File: src/hdl/sfov_pkg.sv
// ---------------------------------------------------------------------------
// sfov_pkg
// Types, constants and tables of the spherical field-of-view point filter.
// ---------------------------------------------------------------------------
package sfov_pkg;
    localparam int ANGLE_BITS = 16;
    localparam int COORD_BITS = 20;
    localparam int GUARD      = 28;
    localparam int ITERS      = 30;
    // Datapath width: coordinate, guard bits, CORDIC growth and sign.
    localparam int DW         = COORD_BITS + GUARD + 3;
    localparam int AW         = 34;
    localparam int NREGS      = 8;
    localparam int REG_W      = 16;
    localparam int IDX_W      = 3;
    localparam int QDEPTH     = 4;
    localparam int QPTR_W     = 2;
    localparam logic [31:0] KGAIN_Q30 = 32'd1768195363;

    // Configuration register indexes.
    typedef enum logic [IDX_W-1:0] {
        REG_FRONT_POLAR_LOW  = 3'd0,
        REG_FRONT_POLAR_HIGH = 3'd1,
        REG_FRONT_AZ_LOW     = 3'd2,
        REG_FRONT_AZ_HIGH    = 3'd3,
        REG_SIDE_POLAR_LOW   = 3'd4,
        REG_SIDE_POLAR_HIGH  = 3'd5,
        REG_SIDE_AZ_LOW      = 3'd6,
        REG_SIDE_AZ_HIGH     = 3'd7
    } reg_idx_t;

    typedef logic signed [COORD_BITS-1:0] coord_t;
    typedef logic [ANGLE_BITS-1:0] angle_t;

    // Classified item handed from the front part to the back part.
    typedef struct packed {
        coord_t x;
        coord_t y;
        coord_t z;
        logic   work;   // valid and not at the origin
        logic   last;
    } item_t;

    // Arctangent table, 2^32 units per turn.
    function automatic logic [AW-1:0] atan_tab(input int i);
        logic [AW-1:0] t;
        begin
            unique case (i)
                0: t = 34'd536870912;  1: t = 34'd316933406;  2: t = 34'd167458907;
                3: t = 34'd85004756;   4: t = 34'd42667331;   5: t = 34'd21354465;
                6: t = 34'd10679838;   7: t = 34'd5340245;    8: t = 34'd2670163;
                9: t = 34'd1335087;    10: t = 34'd667544;    11: t = 34'd333772;
                12: t = 34'd166886;    13: t = 34'd83443;     14: t = 34'd41722;
                15: t = 34'd20861;     16: t = 34'd10430;     17: t = 34'd5215;
                18: t = 34'd2608;      19: t = 34'd1304;      20: t = 34'd652;
                21: t = 34'd326;       22: t = 34'd163;       23: t = 34'd81;
                24: t = 34'd41;        25: t = 34'd20;        26: t = 34'd10;
                27: t = 34'd5;         28: t = 34'd3;         29: t = 34'd1;
                default: t = '0;
            endcase
            return t;
        end
    endfunction

    // Round a 2^32-unit angle to ANGLE_BITS units, half up, modulo a turn.
    function automatic angle_t to_angle(input logic [AW-1:0] a);
        logic [31:0] r;
        begin
            r = a[31:0] + (32'd1 << (31 - ANGLE_BITS));
            return r[31 -: ANGLE_BITS];
        end
    endfunction

    // Register value rescaled to ANGLE_BITS units.
    function automatic angle_t reg_angle(input logic [REG_W-1:0] r);
        logic [REG_W+ANGLE_BITS-1:0] w;
        begin
            w = {{ANGLE_BITS{1'b0}}, r} << ANGLE_BITS;
            return w[REG_W +: ANGLE_BITS];
        end
    endfunction

    // Range test; a range whose low end exceeds its high end wraps.
    function automatic logic in_range(input angle_t a, input angle_t lo, input angle_t hi);
        begin
            if (lo <= hi)
                return (a >= lo) && (a <= hi);
            return (a >= lo) || (a <= hi);
        end
    endfunction
endpackage

File: src/hdl/sfov_if.sv
// ---------------------------------------------------------------------------
// sfov_in_if / sfov_out_if
// Valid/ready channels for points and classified results.
// ---------------------------------------------------------------------------
interface sfov_in_if;
    import sfov_pkg::*;
    logic   valid;
    logic   ready;
    coord_t x_coord;
    coord_t y_coord;
    coord_t z_coord;
    logic   point_valid;
    logic   last_point;
    modport source (output valid, x_coord, y_coord, z_coord, point_valid, last_point,
                    input ready);
    modport sink (input valid, x_coord, y_coord, z_coord, point_valid, last_point,
                  output ready);
endinterface


File: src/hdl/sfov_front.sv
// ---------------------------------------------------------------------------
// sfov_front
// Accepts points, classifies them and queues them for the angle pipeline.
// ---------------------------------------------------------------------------
module sfov_front
    import sfov_pkg::*;
(
    input  logic  clk,
    input  logic  rst_n,
    sfov_in_if.sink in_ch,
    output item_t q_item,
    output logic  q_valid,
    input  logic  q_pop
);
    item_t              mem_reg [QDEPTH];
    logic [QPTR_W-1:0]  wr_reg, wr_next, rd_reg, rd_next;
    logic [QPTR_W:0]    cnt_reg, cnt_next;
    logic               push;
    item_t              cls;

    // Classification of the incoming point.
    always_comb
    begin
        cls.x    = in_ch.x_coord;
        cls.y    = in_ch.y_coord;
        cls.z    = in_ch.z_coord;
        cls.last = in_ch.last_point;
        cls.work = in_ch.point_valid &&
                   ((in_ch.x_coord != '0) || (in_ch.y_coord != '0) || (in_ch.z_coord != '0));
    end

    assign in_ch.ready = (cnt_reg != (QPTR_W+1)'(QDEPTH));
    assign push        = in_ch.valid && in_ch.ready;
    assign q_valid     = (cnt_reg != '0);
    assign q_item      = mem_reg[rd_reg];

    // Queue pointers and fill count.
    always_comb
    begin
        wr_next  = push  ? wr_reg + 1'b1 : wr_reg;
        rd_next  = q_pop ? rd_reg + 1'b1 : rd_reg;
        cnt_next = cnt_reg + (QPTR_W+1)'(push) - (QPTR_W+1)'(q_pop);
    end

    always_ff @(posedge clk or negedge rst_n)
    begin
        if (!rst_n)
        begin
            wr_reg  <= '0;
            rd_reg  <= '0;
            cnt_reg <= '0;
        end
        else
        begin
            wr_reg  <= wr_next;
            rd_reg  <= rd_next;
            cnt_reg <= cnt_next;
        end
    end

    // Queue storage.
    always_ff @(posedge clk)
    begin
        if (push)
            mem_reg[wr_reg] <= cls;
    end
endmodule

File: src/flat_wrapper.sv
// flat-port wrapper written by rule: the top's interface ports become plain ports
module sfov_front_flat import sfov_pkg::*;
  (clk, rst_n, q_item, q_valid, q_pop, in_ch_valid, in_ch_x_coord, in_ch_y_coord, in_ch_z_coord, in_ch_point_valid, in_ch_last_point, in_ch_ready);
  sfov_in_if in_ch_i ();
  input  logic clk;
  input  logic rst_n;
  output item_t q_item;
  output logic q_valid;
  input  logic q_pop;
  input wire logic [$bits(in_ch_i.valid)-1:0] in_ch_valid;
  input wire logic [$bits(in_ch_i.x_coord)-1:0] in_ch_x_coord;
  input wire logic [$bits(in_ch_i.y_coord)-1:0] in_ch_y_coord;
  input wire logic [$bits(in_ch_i.z_coord)-1:0] in_ch_z_coord;
  input wire logic [$bits(in_ch_i.point_valid)-1:0] in_ch_point_valid;
  input wire logic [$bits(in_ch_i.last_point)-1:0] in_ch_last_point;
  output wire logic [$bits(in_ch_i.ready)-1:0] in_ch_ready;
  assign in_ch_i.valid = in_ch_valid;
  assign in_ch_i.x_coord = in_ch_x_coord;
  assign in_ch_i.y_coord = in_ch_y_coord;
  assign in_ch_i.z_coord = in_ch_z_coord;
  assign in_ch_i.point_valid = in_ch_point_valid;
  assign in_ch_i.last_point = in_ch_last_point;
  assign in_ch_ready = in_ch_i.ready;
  sfov_front u_core (.clk(clk), .rst_n(rst_n), .in_ch(in_ch_i), .q_item(q_item), .q_valid(q_valid), .q_pop(q_pop));
endmodule
File: config.mk
export PLATFORM = sky130hd
export DESIGN_NAME = sfov_front_flat
export DESIGN_NICKNAME = d
export VERILOG_FILES = /design/src/hdl/sfov_pkg.sv /design/src/hdl/sfov_if.sv /design/src/hdl/sfov_front.sv /design/src/flat_wrapper.sv
export SDC_FILE = /design/constraint.sdc
export NUM_CORES = 1
export LEC_CHECK = 0
export BUFFER_PORTS_ARGS = -buffer_cell sky130_fd_sc_hd__buf_4
export CAP_MARGIN = 5
export CORE_MARGIN = 2
export CORE_UTILIZATION = 50
export CTS_BUF_LIST = sky130_fd_sc_hd__clkbuf_4
export DETAILED_ROUTE_END_ITERATION = 12
export PLACE_DENSITY = 0.77
export SYNTH_ARGS = -nofsm -noshare
export SYNTH_HDL_FRONTEND = slang
export SYNTH_SLANG_ARGS = --single-unit
File: constraint.sdc
create_clock -name clk -period 4.2 [get_ports clk]
set_clock_uncertainty 0.1 [all_clocks]
set_input_delay 0.21 -clock clk [delete_from_list [all_inputs] [get_ports clk]]
set_output_delay 0.21 -clock clk [all_outputs]
set_load 0.02 [all_outputs]
==> results.sh, run 1 <==
export IMPL_status="finished clean"
export IMPL_postSynthAreaPerCell_um2=25.21
export IMPL_cts_tree="yes"
export IMPL_gp_routability_congestion=0.7284
export IMPL_die_area_mm2=0.02023
export IMPL_yosysSeqAreaShare=0.7977
export IMPL_power_total_w=0.008577
export IMPL_crit_reg2reg_launch="u_core.cnt_reg[1]"
export IMPL_dpl_hpwl_um=10590
export IMPL_fin_nets=706
export IMPL_ys_top_cells_by_area="edfxtp_1 78%, mux4_2 14%, dfrtp_1 1.8%, buf_12 1.3%, mux4_1 1.1%"
export IMPL_crit_type="reg2out"
export IMPL_endpoint_kind="output pin"
export IMPL_fp_dieW_um=142.2
export IMPL_io_pins=130
export IMPL_syn_cell_area_mm2=0.009555
export IMPL_clock_fmax_mhz=319.9
export IMPL_vias=4838
export IMPL_die_y_um=142.2
export IMPL_top_layer="met4"
export IMPL_cts_resized=0
export IMPL_slew_headroom=0.3486
export IMPL_synth_warnings=0
export IMPL_drt_met1_wl_um=7618
export IMPL_synthArstFlopShare=0.02745
export IMPL_p_leak_nw=4.323
export IMPL_crit_arrival_ns=2.82
export IMPL_grt_pass1_vias=5550
export IMPL_overflow=0
export IMPL_tightest_slew_ns=0.9771
export IMPL_cts_root_buf="clkbuf_4"
export IMPL_synth_most_common_cell="edfxtp_1"
export IMPL_finalMaxSlewViolations=0
export IMPL_syn2layout_area_growth_pct=27.84
export IMPL_hp_start="q_pop"
export IMPL_wirelength_um=18950
export IMPL_synth_seq_cells=255
export IMPL_start_util=0.5108
export IMPL_dp_cells=732
export IMPL_path_clk_slew_ns=0.07
export IMPL_drive_gt1_frac=0.4487
export IMPL_ys_top_cells_by_count="248 x edfxtp_1, 58 x mux4_2, 15 x nor4_1"
export IMPL_wl_met3_um=1174
export IMPL_clk_latency_ns=0.65
export IMPL_synth_flop_cell="edfxtp_1"
export IMPL_detail_route_antenna_nets=0
export IMPL_ctsHtreeMaxLevel=3
export IMPL_min_period_over_period=0.7442
export IMPL_clockBufferDepth=3
export IMPL_vias_per_cell=5.328
export IMPL_whs_ns=0.2140
export IMPL_finalSetupTns_ns=0
export IMPL_worst_setup_path_start_kind="flip-flop"
export IMPL_yosysTopAreaCell="edfxtp_1"
export IMPL_peakVddDrop_mv=0.6145
export IMPL_hp_class="in2reg"
export IMPL_first_pass_iters=4
export IMPL_dpl_worst_slack_ns=1.673
export IMPL_largest_register_ffs=248
export IMPL_syn_nets=452
export IMPL_stdcell_count=908
export IMPL_required_ns=3.89
export IMPL_met2_length_um=9894
export IMPL_period_minus_slack_ns=3.126
export IMPL_maxCapViolCount=0
export IMPL_fillCellCount=1222
export IMPL_register_area_mm2=0.007627
export IMPL_synth_edff_count=248
export IMPL_grtUsageTotal=0.1923
export IMPL_core_area_mm2=0.01871
export IMPL_antenna_found_initial=1
export IMPL_finalSetupViolations=0
export IMPL_grt_max_degree=63
export IMPL_startpoint="u_core.rd_reg[0]"
export IMPL_multiInputGateArea_mm2=0.001754
export IMPL_hold_viol=0
export IMPL_cts_sinks=255
export IMPL_p_per_area_mw_per_mm2=702.1
export IMPL_setup_slack_ns=1.074
export IMPL_wl_per_cell_um=20.87
export IMPL_drt_iter0_drc=280
export IMPL_grt_pass1_wl_um=28870
export IMPL_route_detailed_drc=0
export IMPL_port_buffers=129
export IMPL_ys_types=22
export IMPL_rsz0062_at_grt="no"
export IMPL_synth_top_area_share=0.7794
export IMPL_path_max_fanout=46
export IMPL_row_count=50
export IMPL_syn_inst=379
export IMPL_cts_made_buffers=67
[stage by stage]
step | utilization | area, µm²
4_1_cts | 0.6529 | 12210
2_1_floorplan | - | 9555
3_5_place_dp | 0.5718 | 10700
5_1_grt | 0.6529 | 12210
3_3_place_gp | 0.5718 | 10700
6_report | 0.6530 | 12220
[critical path, cell delays in order (launching register included)]
cell     delay, ns
dfrtp_4       1.01
buf_4         0.39
mux4_2        0.54
buf_4         0.18
[final cells by class]
type,count,share of cell area
flip-flops and latches,255,0.6244
clock inverters,11,0.009935
repair buffers,199,0.1358
inverters,6,0.001844
multi-input cells,104,0.1436
clock buffers,98,0.06023
well taps,234,0.02397
diodes,1,0.0002049
[cells by family (layout without fill, tap and decap cells)]
| kind of cell | Yosys count | count (layout) | share of synthesized area |
|---|---|---|---|
| AND/OR/NAND/NOR | 27 | 27 | 0.01676 |
| buffers and inverters | 20 | 314 | 0.01977 |
| XOR/XNOR | 5 | 5 | 0.004583 |
| multiplexers | 63 | 63 | 0.1489 |
| AO/OA/AOI/OAI | 2 | 2 | 0.002357 |
| adder cells (fa/ha/maj) | 7 | 7 | 0.009951 |
| flip-flops | 255 | 255 | 0.7977 |
| other | 0 | 1 | 0 |
[final timing paths]
path / depth (start not counted) / end / slack (ns)
hold / removal: 3 / u_core.rd_reg[0] / 0.21
setup / recovery: 3 / q_item[5] / 1.07
max in group asynchronous: 3 / u_core.rd_reg[0] / 3.32
hold reg to reg: 1 / u_core.cnt_reg[2] / 0.48
setup reg to reg: 3 / u_core.mem_reg[2][41] / 1.83
min in group asynchronous: 3 / u_core.cnt_reg[2] / 0.41
[cells in the final DEF (no fill, tap or decap), types with 2 or more instances in the layout]
cell type	count
nand2_1	2
mux4_2	58
ha_1	6
bufinv_16	3
dlygate4sd3_1	66
clkbuf_4	98
edfxtp_1	248
mux4_1	4
inv_1	6
nand4_1	3
dfrtp_1	5
buf_4	133
clkinv_1	6
and2_4	4
xnor2_1	4
nor4_1	15
[where the power goes]
| part | internal (W) | total, W | leakage [nW] | switching, W |
|---|---|---|---|---|
| Sequential | 0.00338 | 0.00367 | 2.35 | 0.000294 |
| Combinational | 0.00129 | 0.00272 | 1.46 | 0.00143 |
| Clock | 0.00124 | 0.00218 | 0.511 | 0.000940 |
[per-layer routing]
layer / vias up / GRT usage
met1: 2475 / 0.2351
met5: - / 0
li1: 2181 / -
met3: 21 / 0.05787
met2: 161 / 0.3257
met4: 0 / 0.07368
[what timing repair did]
| action | in CTS | in global routing |
|---|---|---|
| buffers inserted | 0 | 0 |
| endpoints found under the hold margin | 261 | 0 |
| hold buffers | 66 | 0 |
(Power assumes the default switching activity.)
==> run 2, diff against run 1 <==
PLACE_DENSITY = 0.8   (was 0.77)
clock period = 2.8 ns   (was 4.2 ns; I/O delays follow)
==> run 2 against run 1 <==
Effect of this change: count of clock-buffer cells in the layout fell by 2; cell area rose by 0.68%; via count rose by 0.14%; flip-flop and latch count did not move; total power rose by 48%; sequential power rose by 44%; non-clock buffer count rose by 11; critical path depth did not move; largest cell class unchanged.
==> results.sh, run 2 (synthesis results as in run 1) <==
export IMPL_finalSetupTns_ns=0
export IMPL_grt_pass1_wl_um=28660
export IMPL_fin_nets=711
export IMPL_min_period_over_period=0.9145
export IMPL_clk_latency_ns=0.64
export IMPL_cts_made_buffers=61
export IMPL_maxCapViolCount=0
export IMPL_drt_iter0_drc=239
export IMPL_wirelength_um=18690
export IMPL_fillCellCount=1214
export IMPL_r2r_slack_ns=0.73
export IMPL_period_minus_slack_ns=2.561
export IMPL_detail_route_antenna_nets=0
export IMPL_io_pins=130
export IMPL_grt_met3_usage=0.05821
export IMPL_cp_slowest_cell="mux4_1"
export IMPL_rr_worst_depth=4
export IMPL_path_max_fanout=13
export IMPL_rsz0062_at_grt="no"
export IMPL_p_leak_nw=4.362
export IMPL_grt_pass1_vias=5438
export IMPL_hold_viol=0
export IMPL_endpoint_kind="output pin"
export IMPL_path_clk_slew_ns=0.07
export IMPL_finalMaxSlewViolations=0
export IMPL_overflow=0
export IMPL_crit_path_frequent_cell="buf_4"
export IMPL_clockBufferDepth=3
export IMPL_route_detailed_drc=0
export IMPL_critical_path_top_delay_family="multiplexers"
export IMPL_syn2layout_area_growth_pct=28.70
export IMPL_crit_type="reg2out"
export IMPL_cts_root_buf="clkbuf_4"
export IMPL_port_buffers=129
export IMPL_max_stage_delay_ns=0.60
export IMPL_required_ns=2.56
export IMPL_gp_routability_congestion=0.7190
export IMPL_die_y_um=142.2
export IMPL_drive_gt1_frac=0.4482
export IMPL_crit_reg2reg_launch="u_core.cnt_reg[1]"
export IMPL_core_area_mm2=0.01871
export IMPL_clock_fmax_mhz=390.5
export IMPL_crit_arrival_ns=2.32
export IMPL_vias_per_cell=5.266
export IMPL_ctsHtreeMaxLevel=2
export IMPL_hp_start="in_ch_z_coord[3]"
export IMPL_hold_depth=2
export IMPL_grt_max_degree=38
export IMPL_grt_util_met2=0.3181
export IMPL_worst_setup_path_start_kind="flip-flop"
export IMPL_final_common_cell="edfxtp_1"
export IMPL_crit_buf_inv=2
export IMPL_dpl_hpwl_um=10990
export IMPL_r2r_end="u_core.mem_reg[3][48]"
export IMPL_hp_class="in2reg"
export IMPL_tightest_slew_ns=0.6676
export IMPL_final_cell_mix="248 x edfxtp_1, 139 x buf_4, 96 x clkbuf_4"
export IMPL_start_util=0.5108
export IMPL_row_count=50
export IMPL_status="finished clean"
export IMPL_peakVddDrop_mv=0.6495
export IMPL_setup_slack_ns=0.2394
export IMPL_finalSetupViolations=0
export IMPL_grt_met1_usage=0.2335
export IMPL_fp_dieW_um=142.2
export IMPL_top_usage_layer="met2"
export IMPL_dpl_worst_slack_ns=0.7123
export IMPL_grtUsageTotal=0.1898
export IMPL_p_per_area_mw_per_mm2=1033
export IMPL_cts_sinks=255
export IMPL_crit_chain="buf_4, mux4_1, buf_4"
export IMPL_wl_per_cell_um=20.32
export IMPL_multiInputGateArea_mm2=0.001754
export IMPL_register_area_mm2=0.007627
export IMPL_vias=4845
export IMPL_first_pass_iters=4
export IMPL_die_area_mm2=0.02023
export IMPL_cts_tree="yes"
export IMPL_largest_register_ffs=248
export IMPL_antenna_found_initial=1
export IMPL_min_delay_worst_endpoint="u_core.mem_reg[3][5]"
export IMPL_slew_headroom=0.5508
==> run 2: cell types whose count changed in the layout (fill, tap and decap cells not counted), sizes merged <==
cell,previous run,this run
bufinv,3,1
clkbuf,98,96
inv,7,6
buf,133,144
clkinv,7,13
==> run 2: worst max-delay path by stage <==
| stage | startpoint | to | cells past startpoint |
|---|---|---|---|
| 2_1_floorplan | u_core.cnt_reg[1] | u_core.mem_reg[2][0] | 3 |
| 3_3_place_gp | u_core.rd_reg[0] | q_item[61] | 3 |
| 3_5_place_dp | u_core.rd_reg[0] | q_item[61] | 3 |
| 4_1_cts | u_core.rd_reg[0] | q_item[61] | 3 |
| 5_1_grt | u_core.rd_reg[0] | q_item[61] | 3 |
| 6_report | u_core.rd_reg[0] | q_item[61] | 3 |
==> run 2: stage by stage <==
step | cell area, µm² | power [W] | instances | util | hold WS [ns]
2_1_floorplan | 9555 | 0.008196 | 379 | - | -0.2556
3_3_place_gp | 10820 | 0.009672 | 742 | 0.5785 | -0.1441
3_5_place_dp | 10820 | 0.009772 | 742 | 0.5785 | -0.1371
4_1_cts | 12300 | 0.01288 | 919 | 0.6573 | 0.05607
5_1_grt | 12300 | 0.01336 | 920 | 0.6575 | 0.06297
6_report | 12300 | 0.01270 | 920 | 0.6575 | 0.1330
==> run 2: cell type report <==
cell class,count,share of cell area
multi-input combinational,104,0.1426
inverter,6,0.001831
clock buffer,96,0.05860
tap,234,0.02381
clock inverter,14,0.006410
timing repair buffer,210,0.1463
antenna,1,0.0002035
sequential,255,0.6202
==> run 2: per-layer routing <==
layer | part of all wire | wire length (µm) | vias to the layer above
li1 | - | - | 2194
met1 | 0.40 | 7466 | 2480
met2 | 0.52 | 9795 | 145
met3 | 0.057 | 1065 | 26
met4 | 0.019 | 363 | 0
met5 | 0 | 0 | -
==> run 2: what timing repair did <==
| item | in CTS | in global routing |
|---|---|---|
| endpoints found under the setup margin | 1 | 0 |
| endpoints found under the hold margin | 261 | 0 |
| setup buffers | 1 | 0 |
| hold buffers | 66 | 0 |
| resized for setup | 0 | 0 |
==> run 2: power breakdown <==
part	leakage, nW	switching (W)	internal, W
clock	0.476	0.00134	0.00164
sequential	2.35	0.000232	0.00505
combinational	1.53	0.00237	0.00207
total	4.36	0.00394	0.00875
==> run 3, diff against run 2 <==
CTS_BUF_LIST = sky130_fd_sc_hd__clkbuf_16   (was sky130_fd_sc_hd__clkbuf_4)
==> run 3 against run 2 <==
Effect of this change: global-route usage fell by 0.47 points; core utilization shrank 0.19 points; combinational power decreased by 2%; non-clock buffer count is 1 lower; largest cell class unchanged; via count decreased by 3.2%; count of clock-buffer cells in the layout fell by 71; cell count fell by 7.4%; die area unchanged; critical path depth is the same.
==> results.sh, run 3 (synthesis results as in run 1) <==
export IMPL_slew_headroom=0.5829
export IMPL_endpoint_kind="output pin"
export IMPL_dp_cells=742
export IMPL_crit_reg2reg_launch="u_core.cnt_reg[1]"
export IMPL_p_leak_nw=4.282
export IMPL_grt_pass1_vias=5146
export IMPL_antenna_found_initial=0
export IMPL_finalSetupViolations=0
export IMPL_vias=4689
export IMPL_drive_gt1_frac=0.3900
export IMPL_path_clk_slew_ns=0.06
export IMPL_detail_route_antenna_nets=0
export IMPL_finalSetupTns_ns=0
export IMPL_hp_class="in2reg"
export IMPL_dpl_hpwl_um=10990
export IMPL_diodes=0
export IMPL_worst_setup_path_start_kind="flip-flop"
export IMPL_hp_start="in_ch_x_coord[16]"
export IMPL_cts_hold_buffers=66
export IMPL_fin_nets=674
export IMPL_stdcell_count=852
export IMPL_comb_power_share=0.340
export IMPL_grt_pass1_wl_um=28370
export IMPL_wl_per_cell_um=21.63
export IMPL_switching_share=0.3025
export IMPL_period_minus_slack_ns=2.583
export IMPL_port_buffers=129
export IMPL_io_pins=130
export IMPL_required_ns=2.56
export IMPL_crit_arrival_ns=2.34
export IMPL_cts_made_buffers=25
export IMPL_ctsHtreeMaxLevel=1
export IMPL_start_util=0.5108
export IMPL_fillCellCount=1171
export IMPL_p_per_area_mw_per_mm2=1050
export IMPL_row_count=50
export IMPL_peakVddDrop_mv=0.8117
export IMPL_cts_root_buf="clkbuf_16"
export IMPL_grt_max_degree=38
export IMPL_tightest_slew_ns=0.6200
export IMPL_rr_worst_depth=7
export IMPL_crit_type="reg2out"
export IMPL_largest_register_ffs=248
export IMPL_power_switching_w=0.003895
export IMPL_cts_sinks=255
export IMPL_finalMaxSlewViolations=0
export IMPL_cp_slowest_cell="dfrtp_4"
export IMPL_p_int_w=0.008981
export IMPL_maxCapViolCount=0
export IMPL_gp_routability_congestion=0.7190
export IMPL_hold_depth=2
export IMPL_die_y_um=142.2
export IMPL_clk_latency_ns=0.51
export IMPL_rsz0062_at_grt="no"
export IMPL_cts_tree="yes"
export IMPL_clock_fmax_mhz=387.2
export IMPL_drt_iter0_drc=255
export IMPL_path_max_fanout=22
export IMPL_power_total_w=0.01288
export IMPL_cts_setup_buffers=0
export IMPL_p_seq_frac=0.413
export IMPL_clkPwrFrac=0.247
export IMPL_min_delay_worst_endpoint="u_core.mem_reg[2][58]"
export IMPL_grtUsageTotal=0.1852
export IMPL_hold_viol=0
export IMPL_cts_resized=0
export IMPL_vias_per_cell=5.504
export IMPL_overflow=0
export IMPL_fp_dieW_um=142.2
export IMPL_final_common_cell="edfxtp_1"
export IMPL_final_cell_mix="248 x edfxtp_1, 139 x buf_4, 66 x dlygate4sd3_1"
export IMPL_route_detailed_drc=0
export IMPL_syn2layout_area_growth_pct=28.32
export IMPL_crit_path_frequent_cell="buf_4"
export IMPL_status="finished clean"
export IMPL_min_period_over_period=0.9225
export IMPL_first_pass_iters=4
export IMPL_r2r_end="u_core.cnt_reg[2]"
export IMPL_wirelength_um=18430
export IMPL_clockBufferDepth=3
export IMPL_core_area_mm2=0.01871
export IMPL_fin_util=0.6555
export IMPL_max_stage_delay_ns=0.70
export IMPL_die_area_mm2=0.02023
export IMPL_crit_chain="buf_4, mux4_1, buf_4"
export IMPL_r2r_slack_ns=0.74
run 3: cell count changes in the layout (fill, tap and decap cells not counted):
cell and delta:
bufinv_16 +2, clkbuf_4 -96, clkbuf_16 +25, inv_1 +5
clkinv_2 +4, clkinv_1 -6, buf_8 -1, diode_2 -1
run 3: power by group through the flow:
stage,clock network (W),logic [W],registers [W]
floorplan,0,0.00292,0.00528
global placement,0,0.00432,0.00536
detailed placement,0,0.00436,0.00541
CTS,0.00324,0.00446,0.00534
global route,0.00337,0.00465,0.00540
finish,0.00318,0.00437,0.00532
run 3: worst max path at each step:
stage	startpoint	endpoint	slack, ns	cells past startpoint
5_1_grt	u_core.rd_reg[0]	q_item[61]	0.07	3
2_1_floorplan	u_core.cnt_reg[1]	u_core.mem_reg[2][0]	0.03	3
3_5_place_dp	u_core.rd_reg[0]	q_item[61]	0.71	3
6_report	u_core.rd_reg[0]	q_item[61]	0.22	3
3_3_place_gp	u_core.rd_reg[0]	q_item[61]	0.69	3
4_1_cts	u_core.rd_reg[0]	q_item[61]	0.14	3
run 3: cell type report:
type	instances	area, µm²	area share
Inverter	6	22.52	0.001837
Clock buffer	25	625.6	0.05102
Multi-Input combinational cell	104	1754	0.1431
Sequential cell	255	7627	0.6220
Timing Repair Buffer	209	1784	0.1455
Tap cell	234	292.8	0.02388
Clock inverter	19	155.1	0.01265
run 3: per-layer routing:
layer	GRT usage	up-vias	routed length, µm
met2	0.3168	143	9515
met1	0.2427	2435	7455
met4	0.05526	0	452
met3	0.03836	39	1004
met5	0	-	0
li1	-	2072	-
run 3: critical path: cells and delay by family (launching register included):
kind	cells	cell delay [ns]
DFF	1	0.70
muxes	1	0.60
buffers and inverters	2	0.53
run 3: stage by stage:
step / area (µm²) / setup slack (ns) / hold WS, ns
global route: 12260 / 0.06927 / 0.2745
finish: 12260 / 0.2170 / 0.2776
global placement: 10820 / 0.6885 / -0.1441
CTS: 12260 / 0.1405 / 0.2521
floorplan: 9555 / 0.03008 / -0.2556
detailed placement: 10820 / 0.7123 / -0.1371
